==> config.mk <==
export PLATFORM = sky130hd
export DESIGN_NAME = ddo_mul
export DESIGN_NICKNAME = d
export VERILOG_FILES = /design/src/design/ddo_pkg.sv /design/src/design/ddo_mul.sv
export SDC_FILE = /design/constraint.sdc
export NUM_CORES = 2
export LEC_CHECK = 0
export BUFFER_PORTS_ARGS = -buffer_cell sky130_fd_sc_hd__buf_2
export CAP_MARGIN = 20
export CORE_AREA = 5 5 257 259
export CTS_BUF_LIST = sky130_fd_sc_hd__clkbuf_8
export CTS_CLUSTER_SIZE = 24
export DETAILED_ROUTE_END_ITERATION = 12
export DIE_AREA = 0 0 262 264
export GPL_ROUTABILITY_DRIVEN = 0
export PLACE_DENSITY = 0.9
export SLEW_MARGIN = 40
export SYNTH_ARGS = -nofsm -noshare
export SYNTH_HDL_FRONTEND = slang
export SYNTH_SLANG_ARGS = --single-unit
==> constraint.sdc <==
create_clock -name clk -period 10.8 [get_ports clk]
set_input_delay 0.54 -clock clk [delete_from_list [all_inputs] [get_ports clk]]
set_output_delay 0.54 -clock clk [all_outputs]
set_load 0.005 [all_outputs]
==> src/design/ddo_pkg.sv <==
package ddo_pkg;

    // Number of CORDIC micro-rotations, legal range 8 to 32.
    localparam int CORDIC_STEPS = 16;
    localparam int ITER_W       = $clog2(CORDIC_STEPS);

    localparam int CW     = 64;   // CORDIC x and y datapath width
    localparam int ZW     = 34;   // CORDIC angle accumulator width
    localparam int MUL_W  = 33;   // shared multiplier operand width
    localparam int PROD_W = 2 * MUL_W;

    localparam logic signed [31:0]   POS_MAX      = 32'sh7FFF_FFFF;
    localparam logic signed [31:0]   POS_MIN      = 32'sh8000_0000;
    localparam logic signed [CW-1:0] ONE_Q40      = 64'sh0000_0100_0000_0000;
    localparam logic signed [CW-1:0] GAIN_INV_Q30 = 64'sd652032874;
    localparam logic signed [ZW-1:0] QUARTER_TURN = 34'sd1073741824;
    localparam logic signed [56:0]   DIFF_LIMIT   = 57'sd68719476736;

    typedef enum logic [0:0] {
        REG_COUNT_SCALE        = 1'b0,
        REG_INV_DOUBLE_SPACING = 1'b1
    } reg_index_t;

    typedef enum logic [0:0] {
        ACT_SAMPLE   = 1'b0,
        ACT_SET_POSE = 1'b1
    } action_t;

    typedef enum logic [4:0] {
        S_IDLE,
        S_MUL_R,
        S_MUL_L,
        S_DIFF,
        S_MEAN,
        S_YHI,
        S_YSUM,
        S_VEC,
        S_FOLD,
        S_ROT,
        S_TRIG,
        S_XHI,
        S_XLO,
        S_XADD,
        S_XACC,
        S_YADD,
        S_YACC,
        S_DONE
    } seq_state_t;

    typedef struct packed {
        logic start;
        logic vectoring;
    } cordic_ctrl_t;

    // Elementary angles atan(2^-i) as binary angles, full turn = 2^32.
    function automatic logic signed [ZW-1:0] atan_turn(input logic [4:0] idx);
        logic signed [ZW-1:0] val;
        case (idx)
            5'd0:    val = 34'sd536870912;
            5'd1:    val = 34'sd316933406;
            5'd2:    val = 34'sd167458907;
            5'd3:    val = 34'sd85004756;
            5'd4:    val = 34'sd42667331;
            5'd5:    val = 34'sd21354465;
            5'd6:    val = 34'sd10679838;
            5'd7:    val = 34'sd5340245;
            5'd8:    val = 34'sd2670163;
            5'd9:    val = 34'sd1335087;
            5'd10:   val = 34'sd667544;
            5'd11:   val = 34'sd333772;
            5'd12:   val = 34'sd166886;
            5'd13:   val = 34'sd83443;
            5'd14:   val = 34'sd41721;
            5'd15:   val = 34'sd20860;
            5'd16:   val = 34'sd10430;
            5'd17:   val = 34'sd5215;
            5'd18:   val = 34'sd2607;
            5'd19:   val = 34'sd1303;
            5'd20:   val = 34'sd651;
            5'd21:   val = 34'sd325;
            5'd22:   val = 34'sd162;
            5'd23:   val = 34'sd81;
            5'd24:   val = 34'sd40;
            5'd25:   val = 34'sd20;
            5'd26:   val = 34'sd10;
            5'd27:   val = 34'sd5;
            5'd28:   val = 34'sd2;
            5'd29:   val = 34'sd1;
            default: val = '0;
        endcase
        return val;
    endfunction

endpackage

==> src/design/ddo_mul.sv <==
module ddo_mul (
    input  logic                                clk,
    input  logic signed [ddo_pkg::MUL_W-1:0]    a,
    input  logic signed [ddo_pkg::MUL_W-1:0]    b,
    output logic signed [ddo_pkg::PROD_W-1:0]   prod
);

    logic signed [ddo_pkg::PROD_W-1:0] prod_reg;

    always_ff @(posedge clk)
    begin
        prod_reg <= a * b;
    end

    assign prod = prod_reg;

endmodule

* After elaboration in Yosys (flattened, before gate mapping) *
Cells that the tools add are included.

storage, ports and cells
  bits of input ports = 67
  output and inout port bits = 66
  bits in registers = 66
  word-level logic and storage cells = 2

operators by class
  $mul = 1

operator list
  operator          count
  $mul A33 B33 Y66  1

* Logic depth before layout (Yosys ltp) *
  depth after elaboration = 1
  gate-level depth with buffers = 27
  depth with buffers taken out = 26

* Least setup slack after synthesis *
OpenSTA, ideal clock, no wires.

  kind = input to register
  start point = input a[32] in the netlist's numbering
  end point = register prod_reg (netlist bit prod[62])
  path buffers = 2
  library setup time = 79 ps
  arrival = 7697 ps
  cell stages on the path = 23
  required time = 10721 ps
  path slack = 3024 ps
  path through = clkbuf_1 nand2_1 inv_1 fa_1 fa_1 fa_1 fa_1 fa_1 fa_1 fa_1 inv_1 fa_1 inv_1 ha_1 clkbuf_1 and3_1 nand3_1 nand2b_1 a2111oi_4 a211oi_4 a21o_2 a21o_1 a211oi_2

on the way
  longest elaborated chain between the ends = 1

RTL lines
  element               RTL line       source
  from (decl)           ddo_mul.sv:3   input logic signed [ddo_pkg::MUL_W-1:0] a,
  $mul A33 B33 Y66      ddo_mul.sv:12  prod_reg <= a * b;
  to (signal assigned)  ddo_mul.sv:12
  to (decl)             ddo_mul.sv:8   logic signed [ddo_pkg::PROD_W-1:0] prod_reg;

Every way passes these cells.

* Worst setup path after layout *
  start point = input b[9] in the netlist's numbering
  end point = register prod_reg (netlist bit prod[58])

on the way
  longest elaborated chain between the ends = 1

RTL lines
  element           RTL line       source
  from (decl)       ddo_mul.sv:4   input logic signed [ddo_pkg::MUL_W-1:0] b,
  $mul A33 B33 Y66  ddo_mul.sv:12

Every way passes these cells.

==> metrics.yaml <==
core_um2: 63600
dieArea_um2: 69200
pin_count: 133
finalSetupViolations: 0
end_kind: "flop"
ant_nets: 0
cts_buffers: 9
slew_headroom_pct: 37.9
cts_tree: "yes"
syn_to_final_growth_pct: 2.99
routedWlPerCell_um: 21.7
synth_warnings: 0
crit_required_ns: 11.14
root_buffer: "clkbuf_8"
cp_max_fo: 33
finalNetCount: 5704
hp-class: "input pin to flop"
synthFlopType: "dfxtp_1"
ys_types: 80
tightest_slew_ns: 0.932
synthesis.area_um2: 40700
worstPathCellList: "buf_2 -> and2_1 -> fa_1 -> fa_1 -> inv_1 -> fa_1 -> inv_1 -> fa_1 -> fa_1 -> fa_1 -> fa_1 -> inv_1 -> fa_1 -> inv_1 -> ha_1 -> a21oi_1 -> o21ai_0 -> a22oi_1 -> nor2_1 -> a211oi_4 -> a21oi_2 -> nor4b_2 -> a311oi_1"
grt_setup_unrepaired: "no"
maxCapViolCount: 0
via_count: 29900
setup_tns_ns: 0
overflow: 0
setup.worst_path.class: "input pin to flop"
final-seq-area_um2: 1320
syn_avg_cell_area_um2: 9.39
cts.reportedPaths.clkPinSlew_ns: 0.10
viasPerCell: 5.82
fin_util_pct: 65.9
route.detailed.drc: 0
drt_iter0_markers: 2879
grt_pass1_wl_um: 182000
grt_max_degree: 34
std_cell_rows: 93
postCtsSetupBuffers: 0
period_minus_slack_ns: 8.40
max_freq_mhz: 119
syn_inst: 4338
cpPeakStageDelay_ns: 0.68
period_share_pct: 77.8
htree_num_levels: 3
dp_hpwl_um: 91300
ctsResizeCount: 0
seq_area_frac_synth_pct: 3.24
synth_edf_count: 0
crit_top_cell: "fa_1"
report.final.slew_viol_count: 0
grt_use_total_pct: 33.9
syn_nets: 5767
ys_seq_elements: 66
cp-start-kind: "input pin"
fillers: 4538
dieWidth_um: 262
portBuffers: 132
routed_wl_um: 112000
fp.dieH_um: 264
start_util_pct: 64.0
final_hold_viol_count: 0
status: "finished, final reports clean"
multiInputGateArea_um2: 34300
arrival_ns: 8.74
antenna_found_initial: 8
slowest_stage: "buf_2"
hold_buffers: 0
drt-pass1-iter-count: 8
drive_above_1_share_pct: 4.72
clock_tree.buffer_depth: 2
clkSinkCount: 66
async_flop_share_pct: 0
grt_pass1_vias: 34700
largest_reg_flops: 66
## cells in the mapped netlist, types with 3 or more instances
library cell  instances  area, µm²
a211o_1               6       52.6
a31oi_1               8       50.1
o211ai_1              4       30.0
and2_1              562       3520
a21oi_2               3       26.3
and4_1                5       43.8
clkbuf_1            208        781
o31ai_4               3       63.8
nand2_1             551       2070
o21bai_1             11       82.6
a21o_1               36        270
a21oi_1              57        285
a211oi_1              7       52.6
inv_1              1131       4250
nor2_1               68        255
nor2b_1               5       31.3
o21ai_1               6       30.0
o21a_1                6       45.0
dfxtp_1              66       1320
ha_1                217       2720
nand2b_1             12       75.1
nand4_1              11       68.8
fa_1               1145      22900
nor3_1                7       35.0
o21ai_0              25        125
or3_1                 3       18.8
a211oi_2              3       37.5
nand3_1              25        125
xor2_1               25        219
buf_2                11       55.1
or2_2                 3       18.8
and3_1                5       31.3
xnor2_1              43        377
## path summary, 6_finish.rpt
| path | startpoint | end | slack [ns] | cells after the start |
|---|---|---|---|---|
| worst max-delay path | b[9] | prod[58] | 2.40 | 23 |
| worst min-delay path | b[0] | prod[0] | 0.69 | 2 |
## cell families (layout without fill, tap and decap cells)
group / count (synthesis) / in the layout / share of synthesized area [%]
adder cells (fa/ha/maj): 1362 / 1362 / 62.9
flip-flops: 66 / 66 / 3.24
other: 0 / 3 / 0
AO/OA/AOI/OAI: 219 / 219 / 4.07
buffers and inverters: 1352 / 1294 / 12.5
XOR/XNOR: 68 / 68 / 1.46
AND/OR/NAND/NOR: 1271 / 1271 / 15.8
## cell usage in the layout (no fill, tap or decap), types with 12 or more instances in the layout
cell type / instances
xor2_1: 25
xnor2_1: 43
o21ai_0: 25
a21oi_1: 56
nand2_1: 551
nor2_1: 68
fa_1: 1144
nand3_1: 25
inv_1: 1132
and2_1: 562
a21o_1: 36
ha_1: 217
nand2b_1: 12
dfxtp_1: 66
buf_4: 16
buf_2: 131
## metrics by stage
step           hold WS (ns)  cells  setup slack [ns]  area [µm²]
2_1_floorplan         0.667   4338              3.02       40700
3_3_place_gp          0.916   5119              2.11       41700
3_5_place_dp          0.915   5119              2.18       41700
4_1_cts               0.667   5135              2.58       41900
5_1_grt               0.713   5137              2.16       41900
6_report              0.689   5138              2.40       42000
## final cells by class
class / instances / share of cell area [%]
diodes: 3 / 0.0179
clock buffers: 11 / 0.361
clock inverters: 5 / 0.128
inverters: 1131 / 10.1
multi-input cells: 2920 / 81.8
flip-flops and latches: 66 / 3.15
well taps: 855 / 2.55
repair buffers: 147 / 1.85
## per-layer routing
layer	global-route usage (%)	up-vias	share of wire (%)
met5	1.85	-	0.20
met4	23.0	12	8.8
met3	9.87	662	11
met2	53.9	1965	48
met1	39.8	15100	32
li1	-	12200	-
## worst max-delay path, delay by kind of cell
family | cells | cell delay, ns
AO/OA/AOI/OAI | 6 | 2.16
adder cells (fa/ha/maj) | 9 | 4.35
buffers and inverters | 5 | 0.91
AND/OR/NAND/NOR | 3 | 0.73
Power is left out: the tool's default activity adds up to more than one toggle a clock period on the data nets, which glitch-free logic cannot reach.
