`src/design/ddo_pkg.sv`:
```
package ddo_pkg;

    // Number of CORDIC micro-rotations, legal range 8 to 32.
    localparam int CORDIC_STEPS = 16;
    localparam int ITER_W       = $clog2(CORDIC_STEPS);

    localparam int CW     = 64;   // CORDIC x and y datapath width
    localparam int ZW     = 34;   // CORDIC angle accumulator width
    localparam int MUL_W  = 33;   // shared multiplier operand width
    localparam int PROD_W = 2 * MUL_W;

    localparam logic signed [31:0]   POS_MAX      = 32'sh7FFF_FFFF;
    localparam logic signed [31:0]   POS_MIN      = 32'sh8000_0000;
    localparam logic signed [CW-1:0] ONE_Q40      = 64'sh0000_0100_0000_0000;
    localparam logic signed [CW-1:0] GAIN_INV_Q30 = 64'sd652032874;
    localparam logic signed [ZW-1:0] QUARTER_TURN = 34'sd1073741824;
    localparam logic signed [56:0]   DIFF_LIMIT   = 57'sd68719476736;

    typedef enum logic [0:0] {
        REG_COUNT_SCALE        = 1'b0,
        REG_INV_DOUBLE_SPACING = 1'b1
    } reg_index_t;

    typedef enum logic [0:0] {
        ACT_SAMPLE   = 1'b0,
        ACT_SET_POSE = 1'b1
    } action_t;

    typedef enum logic [4:0] {
        S_IDLE,
        S_MUL_R,
        S_MUL_L,
        S_DIFF,
        S_MEAN,
        S_YHI,
        S_YSUM,
        S_VEC,
        S_FOLD,
        S_ROT,
        S_TRIG,
        S_XHI,
        S_XLO,
        S_XADD,
        S_XACC,
        S_YADD,
        S_YACC,
        S_DONE
    } seq_state_t;

    typedef struct packed {
        logic start;
        logic vectoring;
    } cordic_ctrl_t;

    // Elementary angles atan(2^-i) as binary angles, full turn = 2^32.
    function automatic logic signed [ZW-1:0] atan_turn(input logic [4:0] idx);
        logic signed [ZW-1:0] val;
        case (idx)
            5'd0:    val = 34'sd536870912;
            5'd1:    val = 34'sd316933406;
            5'd2:    val = 34'sd167458907;
            5'd3:    val = 34'sd85004756;
            5'd4:    val = 34'sd42667331;
            5'd5:    val = 34'sd21354465;
            5'd6:    val = 34'sd10679838;
            5'd7:    val = 34'sd5340245;
            5'd8:    val = 34'sd2670163;
            5'd9:    val = 34'sd1335087;
            5'd10:   val = 34'sd667544;
            5'd11:   val = 34'sd333772;
            5'd12:   val = 34'sd166886;
            5'd13:   val = 34'sd83443;
            5'd14:   val = 34'sd41721;
            5'd15:   val = 34'sd20860;
            5'd16:   val = 34'sd10430;
            5'd17:   val = 34'sd5215;
            5'd18:   val = 34'sd2607;
            5'd19:   val = 34'sd1303;
            5'd20:   val = 34'sd651;
            5'd21:   val = 34'sd325;
            5'd22:   val = 34'sd162;
            5'd23:   val = 34'sd81;
            5'd24:   val = 34'sd40;
            5'd25:   val = 34'sd20;
            5'd26:   val = 34'sd10;
            5'd27:   val = 34'sd5;
            5'd28:   val = 34'sd2;
            5'd29:   val = 34'sd1;
            default: val = '0;
        endcase
        return val;
    endfunction

endpackage

```
`src/design/ddo_cordic.sv`:
```
module ddo_cordic (
    input  logic                              clk,
    input  logic                              rst_n,
    input  ddo_pkg::cordic_ctrl_t             ctrl,
    input  logic signed [ddo_pkg::CW-1:0]     x_init,
    input  logic signed [ddo_pkg::CW-1:0]     y_init,
    input  logic signed [ddo_pkg::ZW-1:0]     z_init,
    output logic                              done,
    output logic signed [ddo_pkg::CW-1:0]     x_res,
    output logic signed [ddo_pkg::CW-1:0]     y_res,
    output logic signed [ddo_pkg::ZW-1:0]     z_res
);

    logic                              busy_reg;
    logic                              done_reg;
    logic                              vec_reg;
    logic [ddo_pkg::ITER_W-1:0]        iter_reg;
    logic signed [ddo_pkg::CW-1:0]     x_reg;
    logic signed [ddo_pkg::CW-1:0]     y_reg;
    logic signed [ddo_pkg::ZW-1:0]     z_reg;

    logic signed [ddo_pkg::CW-1:0]     xs;
    logic signed [ddo_pkg::CW-1:0]     ys;
    logic signed [ddo_pkg::ZW-1:0]     angle;
    logic                              up;
    logic                              last;
    logic signed [ddo_pkg::CW-1:0]     x_next;
    logic signed [ddo_pkg::CW-1:0]     y_next;
    logic signed [ddo_pkg::ZW-1:0]     z_next;

    // In vectoring mode the sign of y steers the rotation, in rotation mode the
    // sign of the residual angle does; both reduce to the same add/sub pattern.
    always_comb
    begin
        xs     = x_reg >>> iter_reg;
        ys     = y_reg >>> iter_reg;
        angle  = ddo_pkg::atan_turn(5'(iter_reg));
        up     = vec_reg ? y_reg[ddo_pkg::CW-1] : !z_reg[ddo_pkg::ZW-1];
        last   = (iter_reg == ddo_pkg::ITER_W'(ddo_pkg::CORDIC_STEPS - 1));
        if (up)
        begin
            x_next = x_reg - ys;
            y_next = y_reg + xs;
            z_next = z_reg - angle;
        end
        else
        begin
            x_next = x_reg + ys;
            y_next = y_reg - xs;
            z_next = z_reg + angle;
        end
    end

    always_ff @(posedge clk or negedge rst_n)
    begin
        if (!rst_n)
        begin
            busy_reg <= 1'b0;
            done_reg <= 1'b0;
            vec_reg  <= 1'b0;
            iter_reg <= '0;
        end
        else
        begin
            done_reg <= 1'b0;
            if (ctrl.start)
            begin
                busy_reg <= 1'b1;
                vec_reg  <= ctrl.vectoring;
                iter_reg <= '0;
            end
            else if (busy_reg)
            begin
                iter_reg <= iter_reg + 1'b1;
                if (last)
                begin
                    busy_reg <= 1'b0;
                    done_reg <= 1'b1;
                end
            end
        end
    end

    always_ff @(posedge clk)
    begin
        if (ctrl.start)
        begin
            x_reg <= x_init;
            y_reg <= y_init;
            z_reg <= z_init;
        end
        else if (busy_reg)
        begin
            x_reg <= x_next;
            y_reg <= y_next;
            z_reg <= z_next;
        end
    end

    assign done  = done_reg;
    assign x_res = x_reg;
    assign y_res = y_reg;
    assign z_res = z_reg;

endmodule

```
`config.mk`:
```
export PLATFORM = sky130hd
export DESIGN_NAME = ddo_cordic
export DESIGN_NICKNAME = d
export VERILOG_FILES = /design/src/design/ddo_pkg.sv /design/src/design/ddo_cordic.sv
export SDC_FILE = /design/constraint.sdc
export NUM_CORES = 1
export LEC_CHECK = 0
export BUFFER_PORTS_ARGS = -buffer_cell sky130_fd_sc_hd__buf_2
export CAP_MARGIN = 40
export CORE_MARGIN = 5
export CORE_UTILIZATION = 25
export CTS_CLUSTER_SIZE = 20
export DETAILED_ROUTE_END_ITERATION = 10
export SETUP_SLACK_MARGIN = 0.3
export SYNTH_ARGS = -nofsm -noshare
export SYNTH_HDL_FRONTEND = slang
export SYNTH_SLANG_ARGS = --single-unit
```
`constraint.sdc`:
```
create_clock -name clk -period 8.8 [get_ports clk]
set_input_delay 0.88 -clock clk [delete_from_list [all_inputs] [get_ports clk]]
set_output_delay 0.88 -clock clk [all_outputs]
set_load 0.02 [all_outputs]
```
; ---- Word-level counts from Yosys, hierarchy flattened
; Memory sizes are Yosys's and may differ from the RTL's.
; Cells that the tools add are included.
[totals]
wordCells = 38
regBits = 169
ram_bits = 0
romBits = 480
latchBits = 0
memories = 1
[op_classes]
bitwise = 0
n_addsub = 7
n_mul = 0
n_shift = 2
reduce_logical = 2
n_lt_le_gt_ge = 0
mux = 18
eq_ne = 1
n_div = 0
[memory_table]
columns = memory, depth, word_bits, read_ports, rd_ports_with_merged_regs, wr, line
row1 = (name not given), 16, 30, 1, 0, 0, ddo_pkg.sv:58  ; case (idx)
[op_table]
columns = operator, count
row1 = two-way mux 64 bit, 6
row2 = adder 64 bit, 2
row3 = >>> shifter 64 x 4 -> 64 bit, 2
row4 = subtractor 64 bit, 2
row5 = two-way mux 34 bit, 3
row6 = adder 34 bit, 1
row7 = subtractor 34 bit, 1
row8 = two-way mux 4 bit, 2
row9 = two-way mux 1 bit, 7
row10 = adder 4 x 1 -> 4 bit (second input constant), 1
row11 = equality test 4 bit (second input constant), 1
row12 = nonzero test 2 bit, 1
row13 = zero test 1 bit, 1

; ---- Logic depth before layout (Yosys ltp)
; Gate-level depths: netlist of run 1.
[logic_depth]
ltp_word = 5
depth_mapped = 36

; ---- Worst setup path after synthesis of run 1
; OpenSTA, ideal clock, no wires.
[synth_timing]
path_kind = register -> register
startpoint = reg iter_reg[0] in the netlist's numbering
endpoint = reg z_reg (netlist bit z_res[33]), data pin
slack_ps = 1057
setup_time_ps = 260
n_path_buf = 9
required_time_ps = 8540
arrival_ps = 7484
stages_incl_launch_ff = 34
path_cell_list = dfrtp_1 -> buf_2 -> buf_4 -> inv_2 -> buf_2 -> buf_1 -> clkbuf_1 -> buf_1 -> clkbuf_1 -> buf_1 -> ha_1 -> inv_1 -> nor2_1 -> a21oi_1 -> a21oi_1 -> ha_1 -> nand3_1 -> nor4_1 -> nand3_1 -> or4_1 -> and2_1 -> buf_2 -> xor2_1 -> ha_1 -> nand2_1 -> o21ai_0 -> nor4_1 -> nor4b_1 -> a311o_1 -> a2111oi_0 -> o21ai_0 -> a31oi_1 -> xnor2_1 -> mux2_2
[synth_via]
elab_chain_cells = 5
[synth_lines]
columns = element, line
row1 = "start, declared", ddo_cordic.sv:17  ; logic [ddo_pkg::ITER_W-1:0] iter_reg;
row2 = "start signal, assigned", ddo_cordic.sv:74  ; iter_reg <= iter_reg + 1'b1;
row3 = memory (16 x 30 bit) *, -
row4 = adder 34 bit / subtractor 34 bit (equally long branches), "ddo_cordic.sv:50, ddo_cordic.sv:44"
row5 = two-way mux 34 bit *, ddo_cordic.sv:40  ; if (up)
row6 = two-way mux 34 bit *, ddo_cordic.sv:92  ; else if (busy_reg)
row7 = two-way mux 34 bit *, ddo_cordic.sv:86  ; if (ctrl.start)
row8 = "end signal, assigned", ddo_cordic.sv:90  ; z_reg <= z_init;
row9 = "end signal, assigned", ddo_cordic.sv:96  ; z_reg <= z_next;
row10 = "end, declared", ddo_cordic.sv:20  ; logic signed [ddo_pkg::ZW-1:0] z_reg;
; Every way passes the cells marked *; elsewhere a longest branch is shown, timed or not. The select of a mux whose other input is x is not followed.
; A chain may end at the register's enable or synchronous reset.

; ---- Worst setup path in the final report of run 1
[layout_timing]
startpoint = reg iter_reg[3] in the netlist's numbering
endpoint = reg y_reg (netlist bit y_res[57]), data pin
[layout_via]
elab_chain_cells = 5
[layout_lines]
columns = element, line
row1 = >>> shifter 64 x 4 -> 64 bit *, ddo_cordic.sv:35  ; xs = x_reg >>> iter_reg;
row2 = subtractor 64 bit / adder 64 bit (equally long branches), "ddo_cordic.sv:49, ddo_cordic.sv:43"
row3 = two-way mux 64 bit *, ddo_cordic.sv:40
row4 = two-way mux 64 bit *, ddo_cordic.sv:92
row5 = two-way mux 64 bit *, ddo_cordic.sv:86
row6 = "end signal, assigned", ddo_cordic.sv:89  ; y_reg <= y_init;
row7 = "end signal, assigned", ddo_cordic.sv:95  ; y_reg <= y_next;
row8 = "end, declared", ddo_cordic.sv:19  ; logic signed [ddo_pkg::CW-1:0] y_reg;
; Marks and branches as above.

==> impl_metrics.yaml, run 1 <==
routing:
  routed_via_density: 5.51
  drc: 0
  ant_nets: 0
  via_count: 27086
  wl_per_cell_um: 23.1
  drt_iter0_drc: 2716
  dr.pass1.iters: 6
  wl_um: 113000
synthesis:
  yosysWarnings: 0
  ys_seq_area_share_pct: 18.4
  synthAdderAreaFrac_pct: 8.57
  synthCells: 3291
  ys_ff_latch: 169
  synthXorXnorAreaFrac_pct: 9.36
  synth_top_flop_cell: "edfxtp_1"
  yosys.area_share.simple_pct: 17.5
  netlist_area_sq_um: 27400
  yosysTopAreaCellShare_pct: 17.8
  synth_cell_type_count: 99
  synthTopCellsByArea: "edfxtp_1 (18%), mux4_2 (11%), ha_1 (8.4%)"
  muxShareOfSynthArea_pct: 18.4
  synth_top_family_by_area: "compound AO/OA/AOI/OAI gates"
  synth.avg_cell_area_sq_um: 8.33
  synth_compound_area_share_pct: 23.0
  synthArstFlopShare_pct: 4.14
  syn_nets: 3643
  synth_edf_count: 162
  yosysTopAreaCell: "edfxtp_1"
clock_tree:
  tritoncts: "done"
  path_clk_slew_ns: 0.10
  clockBufferDepth: 2
  postCtsHoldBufs: 0
  cts-root-buf: "clkbuf_16"
  clk_latency_ns: 0.54
  cts_sinks: 169
  htree_levels: 4
  cts_setup_buffers: 0
  cts.repair.resized: 0
  cts-buffers-inserted: 17
floorplanning:
  start_util_pct: 25.2
  fp.dieH_um: 341
  die_w_um: 341
  io_pins: 329
  rows: 121
  die_area_sq_um: 116000
  core-area_sq_um: 109000
run:
  maxCapViolCount: 0
timing:
  fin_tns_setup_ns: 0
  rsz0062_at_grt: "false"
  worst_pin_slew_ns: 0.915
  clock_skew_ns: 0.0294
  hold_viol: 0
  setup_viol: 0
  slew_headroom_pct: 39.0
  fmax_mhz: 127
  hold_ws_ns: 0.206
  slew_viol_final: 0
  fin_crit_sh_pct: 89.8
  min_period_ns: 7.90
critical_path:
  end_kind: "flop"
  rr_endpoint: "y_res[57]$_DFFE_PP_"
  r2r_start: "iter_reg[3]$_DFFE_PN0P_"
  crit_fanout: 69
  path_class: "reg -> reg"
  rrSetupSlack_ns: 0.90
  cp.required_ns: 9.05
  critPathArrivalTime_ns: 8.15
  reg2reg_depth: 22
  cp-start-kind: "flop"
cells_and_area:
  drive_above_1_share_pct: 19.1
  finalNetCount: 3835
  area_delta_synth_final_pct: 12.6
grt:
  grt_use_total_pct: 18.6
  grt_max_degree: 157
  grt_pass1_vias: 25297
  grt_pass1_wl_um: 165000
  antenna_found_initial: 8
  grt_remaining_overflow: 0
worst_hold_path:
  hold_class: "in -> async"
run_status:
  status: "complete, no violations"
place:
  io_buffers: 328
  place.gp.congestion: 0.921
  dp_hpwl_um: 90400
==> cell families (layout without fill, tap and decap cells) <==
| group | count (synthesis) | after routing |
|---|---|---|
| multiplexers | 331 | 331 |
| XOR/XNOR | 293 | 293 |
| AND/OR/NAND/NOR | 1029 | 1029 |
| flip-flops | 169 | 169 |
| buffers and inverters | 276 | 481 |
| other | 0 | 3 |
| AO/OA/AOI/OAI | 1007 | 1007 |
| adder cells (fa/ha/maj) | 186 | 186 |
==> synth_stat cells, drive strengths merged, types with 37 or more instances <==
library cell,n
nor2,207
mux2,80
mux2i,122
o21ai,337
mux4,129
buf,98
nand4,37
inv,77
xor2,132
a21o,86
nor3,41
clkbuf,101
ha,183
a31oi,48
nand3,77
edfxtp,162
nand2,462
xnor2,161
a21oi,240
==> cell type report <==
| cell class | count | area (sq um) |
|---|---|---|
| fillers | 11658 | 78000 |
| flip-flops and latches | 169 | 5050 |
| inverters | 77 | 293 |
| well taps | 1414 | 1770 |
| multi-input cells | 2846 | 21100 |
| diodes | 3 | 7.51 |
| clock buffers | 17 | 425 |
| clock inverters | 15 | 184 |
| repair buffers | 372 | 2060 |
==> metrics by stage <==
stage | cell area (sq um) | instances | setup slack [ns] | util (%)
6_report | 30900 | 4913 | 0.899 | 28.3
5_1_grt | 30800 | 4910 | 0.467 | 28.3
4_1_cts | 30800 | 4910 | 1.11 | 28.3
3_5_place_dp | 30200 | 4878 | 1.19 | 27.8
3_3_place_gp | 30200 | 4874 | 1.40 | 27.7
2_1_floorplan | 27400 | 3291 | 1.06 | -
==> placed cells by master, fill, tap and decap left out, types with 25 or more instances in the layout <==
cell type  instances
or3_1             27
mux4_2           129
o21a_1            28
nand2_1          461
o211ai_1          31
xnor2_1          161
buf_4             38
a211oi_1          25
nand2b_1          33
nor2b_1           31
mux2i_1          120
ha_1             183
nor2_1           203
edfxtp_1         162
buf_2            327
inv_1             72
a21oi_1          239
xor2_1           132
nand3_1           77
a31oi_1           48
and3_1            25
o31ai_1           26
nor3_1            39
nand4_1           37
o21ai_0          325
mux2_2            78
a21o_1            86
==> worst max path at each step <==
stage / start / to / slack, ns / cells after the start
after floorplan: iter_reg[0]$_DFFE_PN0P_ / z_res[33]$_DFFE_PP_ / 1.06 / 33
after global placement: iter_reg[3]$_DFFE_PN0P_ / y_res[59]$_DFFE_PP_ / 1.40 / 23
after detailed placement: iter_reg[3]$_DFFE_PN0P_ / y_res[57]$_DFFE_PP_ / 1.19 / 25
after CTS: iter_reg[3]$_DFFE_PN0P_ / y_res[57]$_DFFE_PP_ / 1.11 / 25
after global routing: iter_reg[3]$_DFFE_PN0P_ / y_res[57]$_DFFE_PP_ / 0.47 / 25
final: iter_reg[3]$_DFFE_PN0P_ / y_res[57]$_DFFE_PP_ / 0.90 / 22
==> critical path: stages, from the launching register on <==
cell      delay [ns]
dfrtp_4         1.01
nor2b_1         0.73
buf_4           0.27
a22oi_1         0.12
a21o_1          0.22
o32ai_1         0.39
nor3b_2         0.52
and2_1          0.28
nand3_1         0.13
o21ai_0         0.23
xnor2_1         0.10
ha_1            0.42
nand4_1         0.18
or3_1           0.43
a211oi_1        0.40
a221oi_1        0.22
a31oi_1         0.56
a41o_1          0.33
o21ai_0         0.13
buf_4           0.18
o311ai_0        0.42
xnor2_1         0.18
o21ai_0         0.09
==> per-layer routing <==
layer  share of wire (%)  GRT usage, %  up-vias
li1                    -             -    12749
met1                  40          22.8    12993
met2                  48          31.5     1159
met3                 8.2          4.77      181
met4                 3.7          6.75        4
met5               0.027             0        -
Power of run 1 is left out: the tool's default activity adds up to more than one toggle a clock period on the data nets, which glitch-free logic cannot reach.
==> inputs of run 2 (changes only) <==
--- a/config.mk
+++ b/config.mk
@@ -11,6 +11,7 @@
 export CORE_UTILIZATION = 25
 export CTS_CLUSTER_SIZE = 20
 export DETAILED_ROUTE_END_ITERATION = 10
+export MAX_ROUTING_LAYER = met4
 export SETUP_SLACK_MARGIN = 0.3
 export SYNTH_ARGS = -nofsm -noshare
 export SYNTH_HDL_FRONTEND = slang
==> impl_metrics.yaml, run 2 (synthesis results as in run 1) <==
timing:
  slew_headroom_pct: 38.2
  slew_viol_final: 0
  fin_tns_setup_ns: 0
  fin_crit_sh_pct: 88.5
  hold_viol: 0
  rsz0062_at_grt: "false"
  min_period_ns: 7.78
  clock_skew_ns: 0.0389
  setup_viol: 0
  worst_pin_slew_ns: 0.925
  fmax_mhz: 128
critical_path:
  crit_family: "compound AO/OA/AOI/OAI gates"
  cp.required_ns: 9.06
  critPathArrivalTime_ns: 8.05
  cp-start-kind: "flop"
  crit_buf_inv: 1
  cp_cell_sequence: "buf_4 > mux4_2 > nand2_1 > o21a_1 > nand2_1 > o21ai_0 > ha_1 > o21a_1 > nand2_1 > nor2b_1 > nand2_1 > o21ai_0 > xor2_1 > ha_1 > nand4_1 > or3_1 > a211oi_1 > a221oi_1 > a31oi_1 > a41o_1 > o21ai_0 > o41ai_1 > xnor2_1 > o21ai_0"
  end_kind: "flop"
  crit_fanout: 42
  critPathMaxStageDelay_ns: 0.86
  path_class: "reg -> reg"
  crit_slowest_cell: "dfrtp_4"
clock_tree:
  path_clk_slew_ns: 0.11
  cts.repair.resized: 0
  cts-buffers-inserted: 17
  cts_sinks: 169
  postCtsHoldBufs: 0
  cts-root-buf: "clkbuf_16"
  htree_levels: 4
  cts_setup_buffers: 0
  clk_latency_ns: 0.55
  clockBufferDepth: 2
  tritoncts: "done"
routing:
  dr.pass1.iters: 7
  ant_nets: 0
  wl_um: 113000
  drc: 0
  via_count: 26985
  wl_per_cell_um: 23.0
  routed_via_density: 5.49
  drt_iter0_drc: 2766
place:
  dp_cells: 4883
  place.gp.congestion: 0.941
  place_area_sq_um: 30200
  dp_hpwl_um: 90500
  io_buffers: 328
cells_and_area:
  stdcell_area_sq_um: 30900
  n_fill_cell: 11769
  drive_above_1_share_pct: 19.2
  area_delta_synth_final_pct: 12.6
  finalNetCount: 3840
  final_common_cell: "nand2_1"
  area.sequential_sq_um: 5050
  fin_cells: 4919
  fin_util_pct: 28.4
  multi_input_area_sq_um: 21100
  layout_common_cells: "nand2_1 (461), buf_2 (327), o21ai_0 (325), a21oi_1 (239), nor2_1 (203)"
grt:
  grt_use_total_pct: 19.2
  grt_pass1_vias: 25751
  grt_max_degree: 96
  grtUsageMet2_pct: 32.4
  gr-usage-met1_pct: 23.1
  grt_use_met3_pct: 4.02
  grt_remaining_overflow: 0
  grt_pass1_wl_um: 166000
  antenna_found_initial: 8
  top_usage_layer: "met2"
floorplanning:
  core-area_sq_um: 109000
  die_area_sq_um: 116000
  start_util_pct: 25.2
  io_pins: 329
  die_w_um: 341
  fp.dieH_um: 341
  rows: 121
run:
  maxCapViolCount: 0
worst_hold_path:
  hold_class: "in -> async"
run_status:
  status: "complete, no violations"
run 2: stage by stage:
step | hold WS [ns] | worst slack, ns
after CTS | 0.153 | 1.16
final | 0.199 | 1.02
after global placement | 0.628 | 1.38
after floorplan | 0.548 | 1.06
after detailed placement | 0.631 | 1.23
after global routing | 0.170 | 0.525
run 2: per-layer routing:
layer  vias up  share of wire, %
li1      12748                 -
met1     12987                40
met2      1097                49
met3       153               7.9
met4         0               3.0
met5         -                 0
run 2: layout make-up:
| cell class | instances | share of cell area [%] |
|---|---|---|
| Multi-Input combinational cell | 2846 | 68.2 |
| Clock inverter | 15 | 0.677 |
| Tap cell | 1414 | 5.73 |
| Timing Repair Buffer | 377 | 6.64 |
| Sequential cell | 169 | 16.4 |
| Inverter | 77 | 0.949 |
| Antenna cell | 4 | 0.0324 |
| Clock buffer | 17 | 1.38 |
run 2: final timing paths:
kind                                          from                       to  slack, ns  depth (start not counted)
max                        iter_reg[1]$_DFFE_PN0P_      y_res[61]$_DFFE_PP_       1.02                         24
min                                          rst_n  iter_reg[3]$_DFFE_PN0P_       0.20                          1
min reg2reg                     busy_reg$_DFF_PN0_       busy_reg$_DFF_PN0_       0.64                          2
min in group clk                           ctrl[0]      vec_reg$_DFFE_PN0P_       0.59                          2
max in group asynchronous                    rst_n  iter_reg[2]$_DFFE_PN0P_       8.31                          1
max reg2reg                iter_reg[1]$_DFFE_PN0P_      y_res[61]$_DFFE_PP_       1.02                         24
Power of run 2 is left out for the same reason.
